## src/design/cartesian_polar_converter_assert.svh

```systemverilog
// Assertion macros for the coordinate converter.
`ifndef CARTESIAN_POLAR_CONVERTER_ASSERT_SVH
`define CARTESIAN_POLAR_CONVERTER_ASSERT_SVH

`ifndef SYNTHESIS

// Same-cycle implication, muted while reset is high.
`define CPC_ASSERT_IMPLY(label, clk, rst, ante, cons) \
  label: assert property (@(posedge clk) disable iff (rst) (ante) |-> (cons)) \
    else $error("cartesian_polar_converter: implication failed");

// Next-cycle implication, also checked during reset.
`define CPC_ASSERT_NEXT(label, clk, ante, cons) \
  label: assert property (@(posedge clk) (ante) |=> (cons)) \
    else $error("cartesian_polar_converter: next-cycle check failed");

`else

`define CPC_ASSERT_IMPLY(label, clk, rst, ante, cons)
`define CPC_ASSERT_NEXT(label, clk, ante, cons)

`endif

`endif

```

## src/design/cpc_pkg.sv

```systemverilog
package cpc_pkg;

  localparam int FRAC_BITS = 12;
  localparam int ATAN_LEN  = 24;
  localparam int VEC_W     = 32;
  localparam int GAIN_W    = 30;

  // atan(2^-i) with 2^31 = pi
  localparam logic [31:0] ATAN_TAB [ATAN_LEN] = '{
    32'd536870912, 32'd316933406, 32'd167458907, 32'd85004756,
    32'd42667331,  32'd21354465,  32'd10679838,  32'd5340245,
    32'd2670163,   32'd1335087,   32'd667544,    32'd333772,
    32'd166886,    32'd83443,     32'd41722,     32'd20861,
    32'd10430,     32'd5215,      32'd2608,      32'd1304,
    32'd652,       32'd326,       32'd163,       32'd81
  };

  typedef struct packed {
    logic               func;
    logic signed [15:0] x_value;
    logic signed [15:0] y_value;
    logic signed [15:0] angle_in;
    logic        [14:0] radius_in;
  } cpc_req_t;

  // One item on its way through the micro-rotation stages
  typedef struct packed {
    logic                    valid;
    logic                    func;
    logic                    zero;
    logic signed [VEC_W-1:0] x;
    logic signed [VEC_W-1:0] y;
    logic        [31:0]      z;
  } cpc_beat_t;

  typedef struct packed {
    logic               valid;
    logic               func;
    logic signed [15:0] phase_out;
    logic        [15:0] radius_out;
    logic signed [15:0] x_out;
    logic signed [15:0] y_out;
  } cpc_res_t;

  // Square of the CORDIC gain in Q60, for the given number of steps
  function automatic logic [63:0] gain_sq(input int n);
    logic [63:0] p;
    p = 64'd1 << 30;
    for (int i = 0; i < n; i++) begin
      p = p + (p >> (2 * i));
    end
    return p << 30;
  endfunction

  function automatic logic [63:0] isqrt(input logic [63:0] v);
    logic [63:0] rem;
    logic [63:0] res;
    logic [63:0] bitv;
    rem = v;
    res = 64'd0;
    for (int k = 31; k >= 0; k--) begin
      bitv = 64'd1 << (2 * k);
      if (rem >= res + bitv) begin
        rem = rem - (res + bitv);
        res = (res >> 1) + bitv;
      end else begin
        res = res >> 1;
      end
    end
    return res;
  endfunction

endpackage

```

## src/design/cpc_pre.sv

```systemverilog
module cpc_pre #(
  parameter logic [cpc_pkg::GAIN_W-1:0] INV_GAIN = '0
) (
  input  logic                clk,
  input  logic                rst,
  input  logic                req_valid,
  input  cpc_pkg::cpc_req_t   req,
  input  logic                down_en,
  output logic                en,
  output cpc_pkg::cpc_beat_t  beat
);

  localparam int ProdW = 16 + cpc_pkg::GAIN_W + 1;
  localparam int RoundSh = 30 - cpc_pkg::FRAC_BITS;

  // first register: setup and gain multiply
  logic                            a_valid;
  logic                            a_func;
  logic                            a_zero;
  logic signed [cpc_pkg::VEC_W-1:0] a_x;
  logic signed [cpc_pkg::VEC_W-1:0] a_y;
  logic        [31:0]              a_z;
  logic signed [ProdW-1:0]         a_prod;

  logic                            a_en;
  logic                            b_en;
  logic signed [cpc_pkg::VEC_W-1:0] xs;
  logic signed [cpc_pkg::VEC_W-1:0] ys;
  logic                            flip;
  logic signed [15:0]              rad;
  logic signed [cpc_pkg::GAIN_W:0] gain_s;
  logic signed [ProdW-1:0]         prod_next;
  logic signed [ProdW-1:0]         round_sum;
  cpc_pkg::cpc_beat_t              beat_next;

  assign b_en = !beat.valid || down_en;
  assign a_en = !a_valid || b_en;
  // take a new item only when the first register can load it
  assign en   = a_en;

  always_comb begin
    xs = cpc_pkg::VEC_W'(req.x_value) <<< cpc_pkg::FRAC_BITS;
    ys = cpc_pkg::VEC_W'(req.y_value) <<< cpc_pkg::FRAC_BITS;
    flip = (req.angle_in > 16'sd16384) || (req.angle_in < -16'sd16384);
    rad = signed'({1'b0, req.radius_in});
    if (flip) begin
      rad = -rad;
    end
    gain_s = signed'({1'b0, INV_GAIN});
    prod_next = rad * gain_s;
  end

  always_ff @(posedge clk) begin
    if (rst) begin
      a_valid <= 1'b0;
    end else if (a_en) begin
      a_valid <= req_valid;
      a_func  <= req.func;
      a_zero  <= (req.x_value == 16'sd0) && (req.y_value == 16'sd0);
      a_prod  <= prod_next;
      if (req.func) begin
        a_x <= '0;
        a_y <= '0;
        a_z <= {req.angle_in, 16'h0000} + (flip ? 32'h8000_0000 : 32'h0000_0000);
      end else if (req.x_value < 16'sd0) begin
        // left half-plane: negate and start from pi
        a_x <= -xs;
        a_y <= -ys;
        a_z <= 32'h8000_0000;
      end else begin
        a_x <= xs;
        a_y <= ys;
        a_z <= 32'h0000_0000;
      end
    end
  end

  // second register: round the scaled radius into the start vector
  always_comb begin
    round_sum = a_prod + (ProdW'(1) <<< (RoundSh - 1));
    beat_next.valid = a_valid;
    beat_next.func  = a_func;
    beat_next.zero  = a_zero;
    beat_next.z     = a_z;
    if (a_func) begin
      beat_next.x = cpc_pkg::VEC_W'(round_sum >>> RoundSh);
      beat_next.y = '0;
    end else begin
      beat_next.x = a_x;
      beat_next.y = a_y;
    end
  end

  always_ff @(posedge clk) begin
    if (rst) begin
      beat.valid <= 1'b0;
    end else if (b_en) begin
      beat <= beat_next;
    end
  end

endmodule

```

## config.mk

```make
export PLATFORM = sky130hd
export DESIGN_NAME = cpc_pre
export DESIGN_NICKNAME = d
export VERILOG_FILES = /design/src/design/cartesian_polar_converter_assert.svh /design/src/design/cpc_pkg.sv /design/src/design/cpc_pre.sv
export SDC_FILE = /design/constraint.sdc
export NUM_CORES = 1
export LEC_CHECK = 0
export ABC_AREA = 1
export BUFFER_PORTS_ARGS = -buffer_cell sky130_fd_sc_hd__buf_2
export CORE_MARGIN = 2
export CORE_UTILIZATION = 35
export CTS_BUF_LIST = sky130_fd_sc_hd__clkbuf_8
export DETAILED_ROUTE_END_ITERATION = 6
export SYNTH_ARGS = -nofsm -noshare
export SYNTH_HDL_FRONTEND = slang
export SYNTH_SLANG_ARGS = --single-unit
```

## constraint.sdc

```tcl
create_clock -name clk -period 3.7 [get_ports clk]
set_input_delay 0.555 -clock clk [delete_from_list [all_inputs] [get_ports clk]]
set_output_delay 0.555 -clock clk [all_outputs]
set_load 0.02 [all_outputs]
```

==> impl_metrics.tcl <==
set metrics [dict create \
    outcome "finished clean" \
    h-tree-depth 4 \
    synth_common_cells "116 x edfxtp_1, 90 x nor2_1, 89 x inv_1" \
    synthFlopType "edfxtp_1" \
    power_mw 3.21 \
    slowest_stage "inv_2" \
    num_vias 3655 \
    drc 0 \
    root_buffer "clkbuf_8" \
    ys_ff_latch 118 \
    syn-cell-area_mm2 0.00538 \
    met3_wirelength_um 835 \
    power_leakage_nw 3.01 \
    path_buf_inv 3 \
    die-area_mm2 0.0164 \
    fin_setup_tns_ns 0 \
    grt.total_usage 0.131 \
    routed.top_layer "met4" \
    drive_above_1_share 0.247 \
    regArea_mm2 0.00352 \
    yosysMostFrequentCell "edfxtp_1" \
    area_growth_pct 19.7 \
    slew_headroom 0.437 \
    fin_ws_ns 1.77 \
    n_antenna_cell 0 \
    avgViaCountPerCell 4.37 \
    slowest_delay_ns 0.49 \
    n_fill_cell 1456 \
    dr.pass1.iters 4 \
    ys_warn_count 0 \
    ir_worst_vdd_mv 0.203 \
    io_pins 168 \
    drv_slew 0 \
    ant_nets 0 \
    post_drt_wl_per_cell_um 12.3 \
    num_rows 45 \
    drt_iter0_drc 244 \
    grt_pass1_wl_um 16300 \
    hold_viol 0 \
    worst_slew_pin_slew_ns 0.844 \
    cpMostUsedCell "nand2_1" \
    cts_sinks 118 \
    multiInputGateArea_mm2 0.00132 \
    cts_tree "built" \
    combinationalPowerShare 0.105 \
    initial_core_util 0.356 \
    worstPathMaxFanout 31 \
    first_global_vias 3406 \
    yosys.area.top_type_share 0.648 \
    switchingPower_uw 764 \
    holdWs_ns 0.363 \
    worst_ep_required_time_ns 3.79 \
    avgSynthCellArea_um2 10.5 \
    power_density_mw_per_mm2 499 \
    cts_made_buffers 17 \
    clk_latency_ns 0.43 \
    rsz0062_at_grt "false" \
    netlist_instances 510 \
    ys_types 27 \
    layout_min_cycle_time_ns 1.93 \
    max_freq_ghz 0.517 \
    critPathKind "register to register" \
    dp_slack_ns 1.43 \
    async_reset_ff_frac 0 \
    critPathTopFamily "buffers and inverters" \
    port_buffers 112 \
    die_x_um 128 \
    path_cells "inv_1, nor2_1, nand2_1, nand2_1, inv_2, buf_4" \
    netlist_top_cells_area "edfxtp_1 65%, nor2_1 6.3%, inv_1 6.2%" \
    ys_seq_area_frac 0.655 \
    cp_num_cells 6 \
    grt_max_degree 59 \
    antenna_found_initial 0 \
    cts.repair.resized 0 \
    cts_setup_buffers 0 \
    clkPwrFrac 0.398 \
    wl_met2_um 5050 \
    die_h_um 128 \
    whs_path_depth 2 \
    cts.clk_slew.worst_paths_ns 0.07 \
    end_kind "register" \
    synth_top_area_cell "edfxtp_1" \
    cts_hold_buf 0 \
    synth_edf_count 116 \
    period_share 0.523 \
    switching_share 0.238 \
    hpwl_um 7220 \
    drt-met1-wl_um 4320 \
    gp_congestion 0.787 \
    finalSetupViolations 0 \
    fin_skew_ns 0.00988 \
    grt-ovfl-total 0 \
    intPower_mw 2.45 \
    hold_path_class "input pin to register" \
    startpoint_type "register" \
    cap_violations 0 \
    coreArea_mm2 0.0151 \
    worst_ep_arrival_time_ns 2.02 \
    clk_path_buf_depth 2 \
    routed_wl_um 10300 \
    sequentialPowerShare 0.496 \
    reg2reg_depth 6 \
    final_nets 705 \
]
==> layer usage <==
| metal | global-route usage | vias to the layer above |
|---|---|---|
| met5 | 0 | - |
| met4 | 0.0524 | 0 |
| met3 | 0.0463 | 11 |
| met2 | 0.221 | 162 |
| met1 | 0.154 | 1658 |
| li1 | - | 1824 |
==> path summary, 6_finish.rpt <==
path	from	endpoint	slack [ns]
worst min-delay path	rst	beat[98]$_SDFFE_PP0P_	0.36
worst min register to register	a_z[23]$_SDFFCE_PN0P_	beat[23]$_DFFE_PP_	0.42
worst max register to register	beat[98]$_SDFFE_PP0P_	a_z[26]$_SDFFCE_PN0P_	1.77
worst max-delay path	beat[98]$_SDFFE_PP0P_	a_z[26]$_SDFFCE_PN0P_	1.77
==> cells in the final DEF (no fill, tap or decap), types with 2 or more instances in the layout <==
master | Yosys | routed
clkinv_1 | 0 | 4
conb_1 | 1 | 44
o21ai_1 | 6 | 6
nand4_1 | 4 | 4
inv_2 | 2 | 3
inv_1 | 89 | 90
clkinv_2 | 0 | 4
o21ai_0 | 15 | 15
nor2_1 | 90 | 89
nand3_1 | 16 | 16
nand2_2 | 2 | 2
nor3_1 | 9 | 9
buf_2 | 7 | 112
bufinv_16 | 0 | 5
a21oi_1 | 25 | 25
nand2_1 | 59 | 59
nor2_2 | 3 | 3
clkbuf_8 | 0 | 17
nand3_2 | 6 | 6
nand3b_1 | 2 | 2
buf_4 | 41 | 4
ha_1 | 2 | 2
a21boi_1 | 4 | 4
dfxtp_1 | 2 | 2
edfxtp_1 | 116 | 116
nor2_4 | 1 | 2
==> power by group through the flow <==
stage	registers (mW)	logic (mW)	clock network, mW
2_1_floorplan	1.68	0.199	0
3_3_place_gp	1.62	0.333	0
3_5_place_dp	1.62	0.340	0
4_1_cts	1.59	0.341	1.30
5_1_grt	1.60	0.377	1.37
6_report	1.59	0.338	1.28
==> logic make-up after synthesis <==
logic type / after synthesis / share of synthesized area
other cells: 1 / 0.000697
buf+inv: 144 / 0.131
fa+ha+maj: 2 / 0.00465
simple gates: 194 / 0.159
compound gates: 51 / 0.0500
flops: 118 / 0.655
==> registers in the layout (all words and copies together), names as in the netlist <==
signal	count
a_zero	1
a_func	1
a_valid	1
a_x	20
a_y	20
beat	59
a_z	16
==> area by class of cell <==
class                      count  area share
multi-input combinational    291       0.205
clock buffer                  17      0.0363
clock inverter                15      0.0299
sequential                   118       0.547
tap                          188      0.0365
inverter                      91      0.0531
timing repair buffer         116      0.0917
==> through the flow <==
| step | cells | cell area (um2) | utilization |
|---|---|---|---|
| after global placement | 804 | 6010 | 0.398 |
| after detailed placement | 804 | 6010 | 0.398 |
| after global routing | 836 | 6440 | 0.427 |
| final | 836 | 6440 | 0.427 |
| after CTS | 836 | 6440 | 0.427 |
| after floorplan | 553 | 5540 | - |
No activity file was read; power rests on OpenSTA's default activity.
