File: src/design/cartesian_polar_converter_assert.svh
// Assertion macros for the coordinate converter.
`ifndef CARTESIAN_POLAR_CONVERTER_ASSERT_SVH
`define CARTESIAN_POLAR_CONVERTER_ASSERT_SVH

`ifndef SYNTHESIS

// Same-cycle implication, muted while reset is high.
`define CPC_ASSERT_IMPLY(label, clk, rst, ante, cons) \
  label: assert property (@(posedge clk) disable iff (rst) (ante) |-> (cons)) \
    else $error("cartesian_polar_converter: implication failed");

// Next-cycle implication, also checked during reset.
`define CPC_ASSERT_NEXT(label, clk, ante, cons) \
  label: assert property (@(posedge clk) (ante) |=> (cons)) \
    else $error("cartesian_polar_converter: next-cycle check failed");

`else

`define CPC_ASSERT_IMPLY(label, clk, rst, ante, cons)
`define CPC_ASSERT_NEXT(label, clk, ante, cons)

`endif

`endif

File: src/design/cpc_pkg.sv
package cpc_pkg;

  localparam int FRAC_BITS = 12;
  localparam int ATAN_LEN  = 24;
  localparam int VEC_W     = 32;
  localparam int GAIN_W    = 30;

  // atan(2^-i) with 2^31 = pi
  localparam logic [31:0] ATAN_TAB [ATAN_LEN] = '{
    32'd536870912, 32'd316933406, 32'd167458907, 32'd85004756,
    32'd42667331,  32'd21354465,  32'd10679838,  32'd5340245,
    32'd2670163,   32'd1335087,   32'd667544,    32'd333772,
    32'd166886,    32'd83443,     32'd41722,     32'd20861,
    32'd10430,     32'd5215,      32'd2608,      32'd1304,
    32'd652,       32'd326,       32'd163,       32'd81
  };

  typedef struct packed {
    logic               func;
    logic signed [15:0] x_value;
    logic signed [15:0] y_value;
    logic signed [15:0] angle_in;
    logic        [14:0] radius_in;
  } cpc_req_t;

  // One item on its way through the micro-rotation stages
  typedef struct packed {
    logic                    valid;
    logic                    func;
    logic                    zero;
    logic signed [VEC_W-1:0] x;
    logic signed [VEC_W-1:0] y;
    logic        [31:0]      z;
  } cpc_beat_t;

  typedef struct packed {
    logic               valid;
    logic               func;
    logic signed [15:0] phase_out;
    logic        [15:0] radius_out;
    logic signed [15:0] x_out;
    logic signed [15:0] y_out;
  } cpc_res_t;

  // Square of the CORDIC gain in Q60, for the given number of steps
  function automatic logic [63:0] gain_sq(input int n);
    logic [63:0] p;
    p = 64'd1 << 30;
    for (int i = 0; i < n; i++) begin
      p = p + (p >> (2 * i));
    end
    return p << 30;
  endfunction

  function automatic logic [63:0] isqrt(input logic [63:0] v);
    logic [63:0] rem;
    logic [63:0] res;
    logic [63:0] bitv;
    rem = v;
    res = 64'd0;
    for (int k = 31; k >= 0; k--) begin
      bitv = 64'd1 << (2 * k);
      if (rem >= res + bitv) begin
        rem = rem - (res + bitv);
        res = (res >> 1) + bitv;
      end else begin
        res = res >> 1;
      end
    end
    return res;
  endfunction

endpackage

File: src/design/cpc_post.sv
module cpc_post #(
  parameter logic [cpc_pkg::GAIN_W-1:0] INV_GAIN = '0
) (
  input  logic                clk,
  input  logic                rst,
  input  cpc_pkg::cpc_beat_t  beat_in,
  input  logic                down_en,
  output logic                en,
  output cpc_pkg::cpc_res_t   res
);

  localparam int ProdW   = cpc_pkg::VEC_W + cpc_pkg::GAIN_W + 1;
  localparam int RadSh   = 30 + cpc_pkg::FRAC_BITS;
  localparam int RadW    = ProdW - RadSh;
  localparam int VecOutW = cpc_pkg::VEC_W - cpc_pkg::FRAC_BITS;

  // multiply register
  cpc_pkg::cpc_beat_t       p_beat;
  logic signed [ProdW-1:0]  p_prod;
  logic                     p_en;

  logic signed [cpc_pkg::GAIN_W:0]  gain_s;
  logic signed [ProdW-1:0]          rad_sum;
  logic signed [RadW-1:0]           rad_r;
  logic signed [cpc_pkg::VEC_W-1:0] xs;
  logic signed [cpc_pkg::VEC_W-1:0] ys;
  logic [31:0]                      ang_sum;
  cpc_pkg::cpc_res_t                res_next;

  function automatic logic signed [15:0] sat16(input logic signed [VecOutW-1:0] v);
    logic signed [15:0] r;
    if (v > VecOutW'(32767)) begin
      r = 16'sd32767;
    end else if (v < -VecOutW'(32767)) begin
      r = -16'sd32767;
    end else begin
      r = v[15:0];
    end
    return r;
  endfunction

  assign en     = !p_beat.valid || p_en;
  assign p_en   = !res.valid || down_en;
  assign gain_s = signed'({1'b0, INV_GAIN});

  always_ff @(posedge clk) begin
    if (rst) begin
      p_beat.valid <= 1'b0;
    end else if (en) begin
      p_beat <= beat_in;
      p_prod <= beat_in.x * gain_s;
    end
  end

  always_comb begin
    rad_sum = p_prod + (ProdW'(1) <<< (RadSh - 1));
    rad_r   = signed'(rad_sum[ProdW-1:RadSh]);
    xs      = p_beat.x + (cpc_pkg::VEC_W'(1) <<< (cpc_pkg::FRAC_BITS - 1));
    ys      = p_beat.y + (cpc_pkg::VEC_W'(1) <<< (cpc_pkg::FRAC_BITS - 1));
    ang_sum = p_beat.z + 32'h0000_8000;

    res_next.valid      = p_beat.valid;
    res_next.func       = p_beat.func;
    res_next.phase_out  = '0;
    res_next.radius_out = '0;
    res_next.x_out      = '0;
    res_next.y_out      = '0;
    if (p_beat.func) begin
      res_next.x_out = sat16(signed'(xs[cpc_pkg::VEC_W-1:cpc_pkg::FRAC_BITS]));
      res_next.y_out = sat16(signed'(ys[cpc_pkg::VEC_W-1:cpc_pkg::FRAC_BITS]));
    end else if (!p_beat.zero) begin
      res_next.phase_out = signed'(ang_sum[31:16]);
      if (rad_r < 0) begin
        res_next.radius_out = '0;
      end else if (rad_r > RadW'(65535)) begin
        res_next.radius_out = 16'hFFFF;
      end else begin
        res_next.radius_out = rad_r[15:0];
      end
    end
  end

  always_ff @(posedge clk) begin
    if (rst) begin
      res.valid <= 1'b0;
    end else if (p_en) begin
      res <= res_next;
    end
  end

endmodule

File: config.mk
export PLATFORM = sky130hd
export DESIGN_NAME = cpc_post
export DESIGN_NICKNAME = d
export VERILOG_FILES = /design/src/design/cartesian_polar_converter_assert.svh /design/src/design/cpc_pkg.sv /design/src/design/cpc_post.sv
export SDC_FILE = /design/constraint.sdc
export NUM_CORES = 1
export LEC_CHECK = 0
export BUFFER_PORTS_ARGS = -buffer_cell sky130_fd_sc_hd__buf_2
export CORE_ASPECT_RATIO = 0.75
export CORE_MARGIN = 2
export CORE_UTILIZATION = 56
export DETAILED_ROUTE_END_ITERATION = 8
export PLACE_DENSITY = 0.86
export SYNTH_ARGS = -nofsm -noshare
export SYNTH_HDL_FRONTEND = slang
export SYNTH_SLANG_ARGS = --single-unit
export TNS_END_PERCENT = 5
File: constraint.sdc
create_clock -name clk -period 6.35 [get_ports clk]
set_input_delay 0.635 -clock clk [delete_from_list [all_inputs] [get_ports clk]]
set_output_delay 0.635 -clock clk [all_outputs]
set_load 0.03 [all_outputs]
==> results of run 1 <==
cell usage in the layout, fill, tap and decap left out, types with 7 or more instances in the layout:
cell         n
conb_1      16
o211ai_1    16
inv_1       12
clkbuf_16    9
nor2_1      41
buf_2      115
and3_1       7
edfxtp_1   110
xnor2_1     27
a21oi_1     10
nand2_1     31
nand3_1     39
xor2_1      23
nand4_1     16
nor3_1      12
o21ai_0      9
synth_stat cells, types with 2 or more instances:
| master | instances | area [um2] |
|---|---|---|
| and4_1 | 5 | 43.8 |
| clkbuf_1 | 10 | 37.5 |
| nand2_1 | 31 | 116 |
| xor2_1 | 23 | 201 |
| o21ai_0 | 9 | 45.0 |
| nor2_1 | 42 | 158 |
| nand3_1 | 39 | 195 |
| edfxtp_1 | 110 | 3300 |
| nor3_1 | 12 | 60.1 |
| inv_1 | 12 | 45.0 |
| nand4_1 | 16 | 100 |
| or2_2 | 5 | 31.3 |
| xnor2_1 | 27 | 236 |
| nand3_2 | 3 | 30.0 |
| a41oi_1 | 2 | 17.5 |
| a21oi_1 | 11 | 55.1 |
| buf_2 | 5 | 25.0 |
| dfxtp_1 | 2 | 40.0 |
| or3_1 | 2 | 12.5 |
| nor2b_1 | 4 | 25.0 |
| a31oi_1 | 5 | 31.3 |
| o31ai_1 | 3 | 22.5 |
| nor3b_1 | 4 | 30.0 |
| buf_4 | 18 | 135 |
| ha_1 | 5 | 62.6 |
| o211ai_1 | 16 | 120 |
| o22ai_1 | 2 | 12.5 |
| nor4_1 | 5 | 31.3 |
| nand4b_1 | 2 | 17.5 |
| and3_1 | 7 | 43.8 |
| and2_0 | 2 | 12.5 |
| a211oi_1 | 4 | 30.0 |
final timing paths:
check,from,to,slack [ns],depth (start not counted)
worst max-delay path,p_beat[85],res[28],3.43,7
worst min-delay path,beat_in[94],p_beat[94],0.46,1
worst max register to register,p_beat[85],res[28],3.43,7
worst min register to register,p_beat[98],res[65],0.57,2
flip-flops by register name, summed over array words and instances (netlist names):
name,count
p_beat,62
res,50
layout make-up:
| type | instances | area share |
|---|---|---|
| Tap cell | 132 | 0.0254 |
| Multi-Input combinational cell | 322 | 0.315 |
| Sequential cell | 112 | 0.514 |
| Clock buffer | 10 | 0.0352 |
| Clock inverter | 6 | 0.0112 |
| Inverter | 12 | 0.00693 |
| Timing Repair Buffer | 118 | 0.0920 |
power by group:
| part | switching, mW | total (mW) | leakage, nW | internal, mW |
|---|---|---|---|---|
| sequential | 0.0360 | 0.903 | 1.11 | 0.867 |
| combinational | 0.136 | 0.199 | 1.21 | 0.0628 |
| clock | 0.256 | 0.568 | 0.150 | 0.312 |
metrics by stage:
stage	util	instance area [um2]	setup WS, ns
6_report	0.673	6500	3.43
3_5_place_dp	0.642	6200	3.50
3_3_place_gp	0.642	6200	3.57
5_1_grt	0.673	6500	3.16
4_1_cts	0.673	6500	3.47
2_1_floorplan	-	5620	2.14
worst max-delay path: stages, from the launching register on:
cell and delay [ns]:
edfxtp_1 0.53, nand4_1 0.23, nor2_1 0.31, and4_1 0.26, nand3_1 0.17, xor2_1 0.86
o21ai_0 0.23, a21oi_1 0.18
metal layers:
metal	share of wire	vias up	GRT usage
li1	-	1922	-
met1	0.46	1870	0.308
met2	0.45	198	0.326
met3	0.088	12	0.0511
met4	0.0097	0	0.0556
met5	0	-	0
logic make-up (layout without fill, tap and decap cells):
kind of cell	count (synthesis)	in the layout	share of synthesized area
AO/OA/AOI/OAI	59	59	0.0727
adder cells (fa/ha/maj)	5	5	0.0112
multiplexers	3	3	0.00585
XOR/XNOR	50	50	0.0787
AND/OR/NAND/NOR	189	189	0.185
buffers and inverters	46	146	0.0445
other	1	16	0.000674
flip-flops	112	112	0.601
==> results by group, run 1 <==
Setup path
  • Worst EP required: 6.54 ns
  • Worst Path Max Fanout: 16
  • Crit path DAT: 3.12 ns
  • Critical path class: register to register
  • CP endpoint kind: register
  • Setup crit start kind: register

Global route
  • Vias in the first global route: 3606
  • First-pass GRT wire length: 17.8 mm
  • GRT overflow: 0
  • Overall Global Routing Usage: 0.213
  • Antenna violations before repair: 0
  • Largest net degree at the start of global routing: 62

Layout
  • Layout cells sized above 1: 0.264
  • # diodes: 0
  • Finished Layout Cells: 712
  • Multi-input gate area: 2050 um2
  • Fin nets: 682
  • P&R area growth vs syn: 16.8%
  • Fillcell total: 719
  • Register area: 3340 um2

Placed design
  • GPL Wtd Cong: 0.883
  • Cell count after placement: 696
  • Hpwl dp: 8.10 mm
  • Port-buffer cells: 115

Run
  • Max Cap Violations: 0

Routing
  • Via density: 5.62
  • Routed wire per std cell: 15.8 um
  • Iter 0 DRT Violations: 335
  • Initial DRT Pass Iterations: 4
  • DRC viols: 0
  • Final ANT Viol Nets: 0
  • Routed vias: 4002
  • Total Routed Length: 11.3 mm

Clock tree
  • Worst skew pair latency: 0.34 ns
  • CTS sink cnt: 112
  • CTS Hold Bufs: 0
  • Cts bufs inserted: 9
  • Post-CTS Setup Bufs: 0
  • Clk pin slew, worst setup/hold paths: 0.07 ns
  • Max clock buf depth: 2
  • Clock tree root buffer cell: clkbuf_16
  • Post-CTS Resized: 0
  • CTS tree: done
  • CTS H-Tree Depth: 3

STA
  • Final period utilization: 0.460
  • Final Skew: 0.00569 ns
  • Hold_ws: 0.460 ns
  • RSZ-0062 raised after global routing: no
  • Slew Limit Headroom: 0.303
  • Max Transition Viols Final: 0
  • # setup viols final: 0
  • Setup TNS: 0 ns
  • Final Hold Viols: 0
  • Fmax: 0.342 GHz
  • Slew @ Worst Pin: 1.04 ns
  • Minimum clock period: 2.92 ns

Logic synthesis
  • Asr flop ratio synth: 0
  • Synth warn: 0
  • Seq/Total Area, Yosys: 0.601
  • Post-synth cell types: 54
  • Number of synthesized flops with an enable pin: 110
  • Average size of a mapped cell: 12.0 um2
  • Post-synthesis instance area: 5560 um2
  • Main synth FF type: edfxtp_1
  • Synth Instances: 465
  • Synthesized flop and latch total: 112

Power and ir drop
  • Max VDD drop: 223 uV
  • Leak pwr: 2.47 nW
  • Overall power: 1.67 mW
  • Pwr dens: 257 nW/um2

Min path
  • HP Class: input port to register

Floorplanning
  • Total core area: 9660 um2
  • Number of rows in the core area: 31
  • DIE HEIGHT: 90.3 um
  • Die span in x: 119 um
  • Num ports: 169
  • Initial Utilization: 0.576
  • Die area: 10800 um2

Run status
  • Outcome: finished clean
No activity file was read; power rests on OpenSTA's default activity.
==> run 2: changes to the inputs <==
- CORE_UTILIZATION: 56 -> 47
- PLACE_DENSITY: 0.86 -> 0.77
- clock period: 6.35 -> 2.4 ns (I/O delays scaled with it)
==> results by group, run 2 (same netlist as run 1, synthesis figures left out) <==
Routing
  • Via density: 5.32
  • Initial DRT Pass Iterations: 5
  • Routed vias: 4231
  • DRC viols: 0
  • Routed wire per std cell: 15.9 um
  • Iter 0 DRT Violations: 269
  • Total Routed Length: 12.7 mm
  • Final ANT Viol Nets: 0

STA
  • Max Transition Viols Final: 0
  • Slew Limit Headroom: 0.459
  • Final period utilization: 1.04
  • Minimum clock period: 2.51 ns
  • Final Hold Viols: 0
  • Slew @ Worst Pin: 0.811 ns
  • RSZ-0062 raised after global routing: yes
  • Fmax: 0.399 GHz
  • Final Skew: 0.0107 ns
  • PnR worst setup slack: -0.108 ns
  • Hold_ws: 0.0555 ns
  • # setup viols final: 13

Layout
  • Register area: 3340 um2
  • Fin nets: 736
  • # diodes: 0
  • Largest register by flop count: p_beat
  • Layout cells sized above 1: 0.361
  • Commonest cells after routing, fill and taps aside: buf_2 (115), edfxtp_1 (110), buf_4 (52)
  • Finished Layout Cells: 796
  • Largest register FFs: 62
  • Fillcell total: 934
  • Multi-input gate area: 2210 um2
  • Largest registers: p_beat x62, res x50
  • P&R area growth vs syn: 28.7%
  • Post-layout util: 0.619
  • Commonest non-fill, non-tap cell in the layout: buf_2
  • Design Area, Final: 7160 um2

Floorplanning
  • Num ports: 169
  • Die span in x: 130 um
  • DIE HEIGHT: 98.2 um
  • Number of rows in the core area: 34
  • Initial Utilization: 0.481
  • Die area: 12700 um2
  • Total core area: 11600 um2

Placed design
  • Placed inst area: 6610 um2
  • Hpwl dp: 9.17 mm
  • DP Worst Slack: -0.139 ns
  • Port-buffer cells: 115
  • GPL Wtd Cong: 0.898
  • Cell count after placement: 773

Setup path
  • Critical path class: register to register
  • CP endpoint kind: register
  • Setup crit start kind: register
  • Slowest stage delay, CP: 0.49 ns
  • Critical Path, Cell by Cell: buf_6 > ha_4 > nand4_1 > buf_4 > nor4_4 > xnor2_1 > nand3_1 > or4_4 > a21oi_4 > o31ai_1
  • Worst EP required: 2.49 ns
  • Crit path DAT: 2.60 ns
  • Worst Path Max Fanout: 5
  • Buf/Inv on CP: 2
  • Top delay family on crit path: simple AND/OR/NAND/NOR gates
  • CP max stage cell: or4_4

Power and ir drop
  • Pwr dens: 644 nW/um2
  • Max VDD drop: 439 uV
  • Leak pwr: 2.78 nW

Clock tree
  • Worst skew pair latency: 0.35 ns
  • CTS tree: done
  • CTS sink cnt: 112
  • CTS H-Tree Depth: 3
  • Clk pin slew, worst setup/hold paths: 0.08 ns
  • Max clock buf depth: 2
  • Cts bufs inserted: 9
  • Clock tree root buffer cell: clkbuf_16

Run status
  • Failing checks: negative setup slack
  • Outcome: complete, but fails checks

Min path
  • HP Class: input port to register

Global route
  • Antenna violations before repair: 0
  • Largest net degree at the start of global routing: 62
  • First-pass GRT wire length: 19.5 mm
  • GRT overflow: 0
  • Overall Global Routing Usage: 0.197
  • Vias in the first global route: 3955

Run
  • Max Cap Violations: 0
-- run 2: cell count changes in the layout (fill, tap and decap cells not counted), moves of 3 or more --
cell | before | now
buf_4 | 3 | 52
buf_6 | 0 | 3
ha_1 | 5 | 2
nand3_1 | 39 | 36
nor3_1 | 12 | 9
nor3_2 | 0 | 3
-- run 2: path summary, 6_finish.rpt --
path,start,to,slack (ns),cells past startpoint
max reg2reg,p_beat[44],res[3],-0.11,10
min,beat_in[58],p_beat[58],0.06,1
min reg2reg,p_beat[98],res[65],0.55,2
max,p_beat[44],res[3],-0.11,10
-- run 2: routing by layer --
layer | routed length (um) | GRT usage
met1 | 5940 | 0.291
met2 | 5640 | 0.297
met3 | 1010 | 0.0532
met4 | 89 | 0.0347
met5 | 0 | 0
-- run 2: repair_timing --
| action | in CTS | in global routing |
|---|---|---|
| setup buffers | 3 | 4 |
| cloned | 0 | 0 |
| pin swaps | 14 | 5 |
| hold buffers | 0 | 0 |
| setup endpoints to repair | 13 | 29 |
| resized for setup | 16 | 16 |
-- run 2: cell type report --
class	count	area share
clock inverter	7	0.0131
inverter	12	0.00629
sequential	112	0.467
clock buffer	9	0.0315
timing repair buffer	172	0.145
tap	162	0.0283
multi-input combinational	322	0.309
-- run 2: power by group --
group | leakage (nW) | total [mW] | switching, mW | internal (mW)
Combinational | 1.52 | 0.637 | 0.411 | 0.226
Clock | 0.159 | 1.60 | 0.684 | 0.919
Sequential | 1.11 | 2.37 | 0.0749 | 2.29
Total | 2.78 | 4.61 | 1.17 | 3.44
-- run 2: per-stage QoR --
step / setup TNS (ns) / power, mW
5_1_grt: -2.49 / 4.79
4_1_cts: -0.603 / 4.62
3_3_place_gp: -0.116 / 2.99
3_5_place_dp: -0.885 / 3.01
6_report: -0.700 / 4.61
2_1_floorplan: -0.610 / 2.80
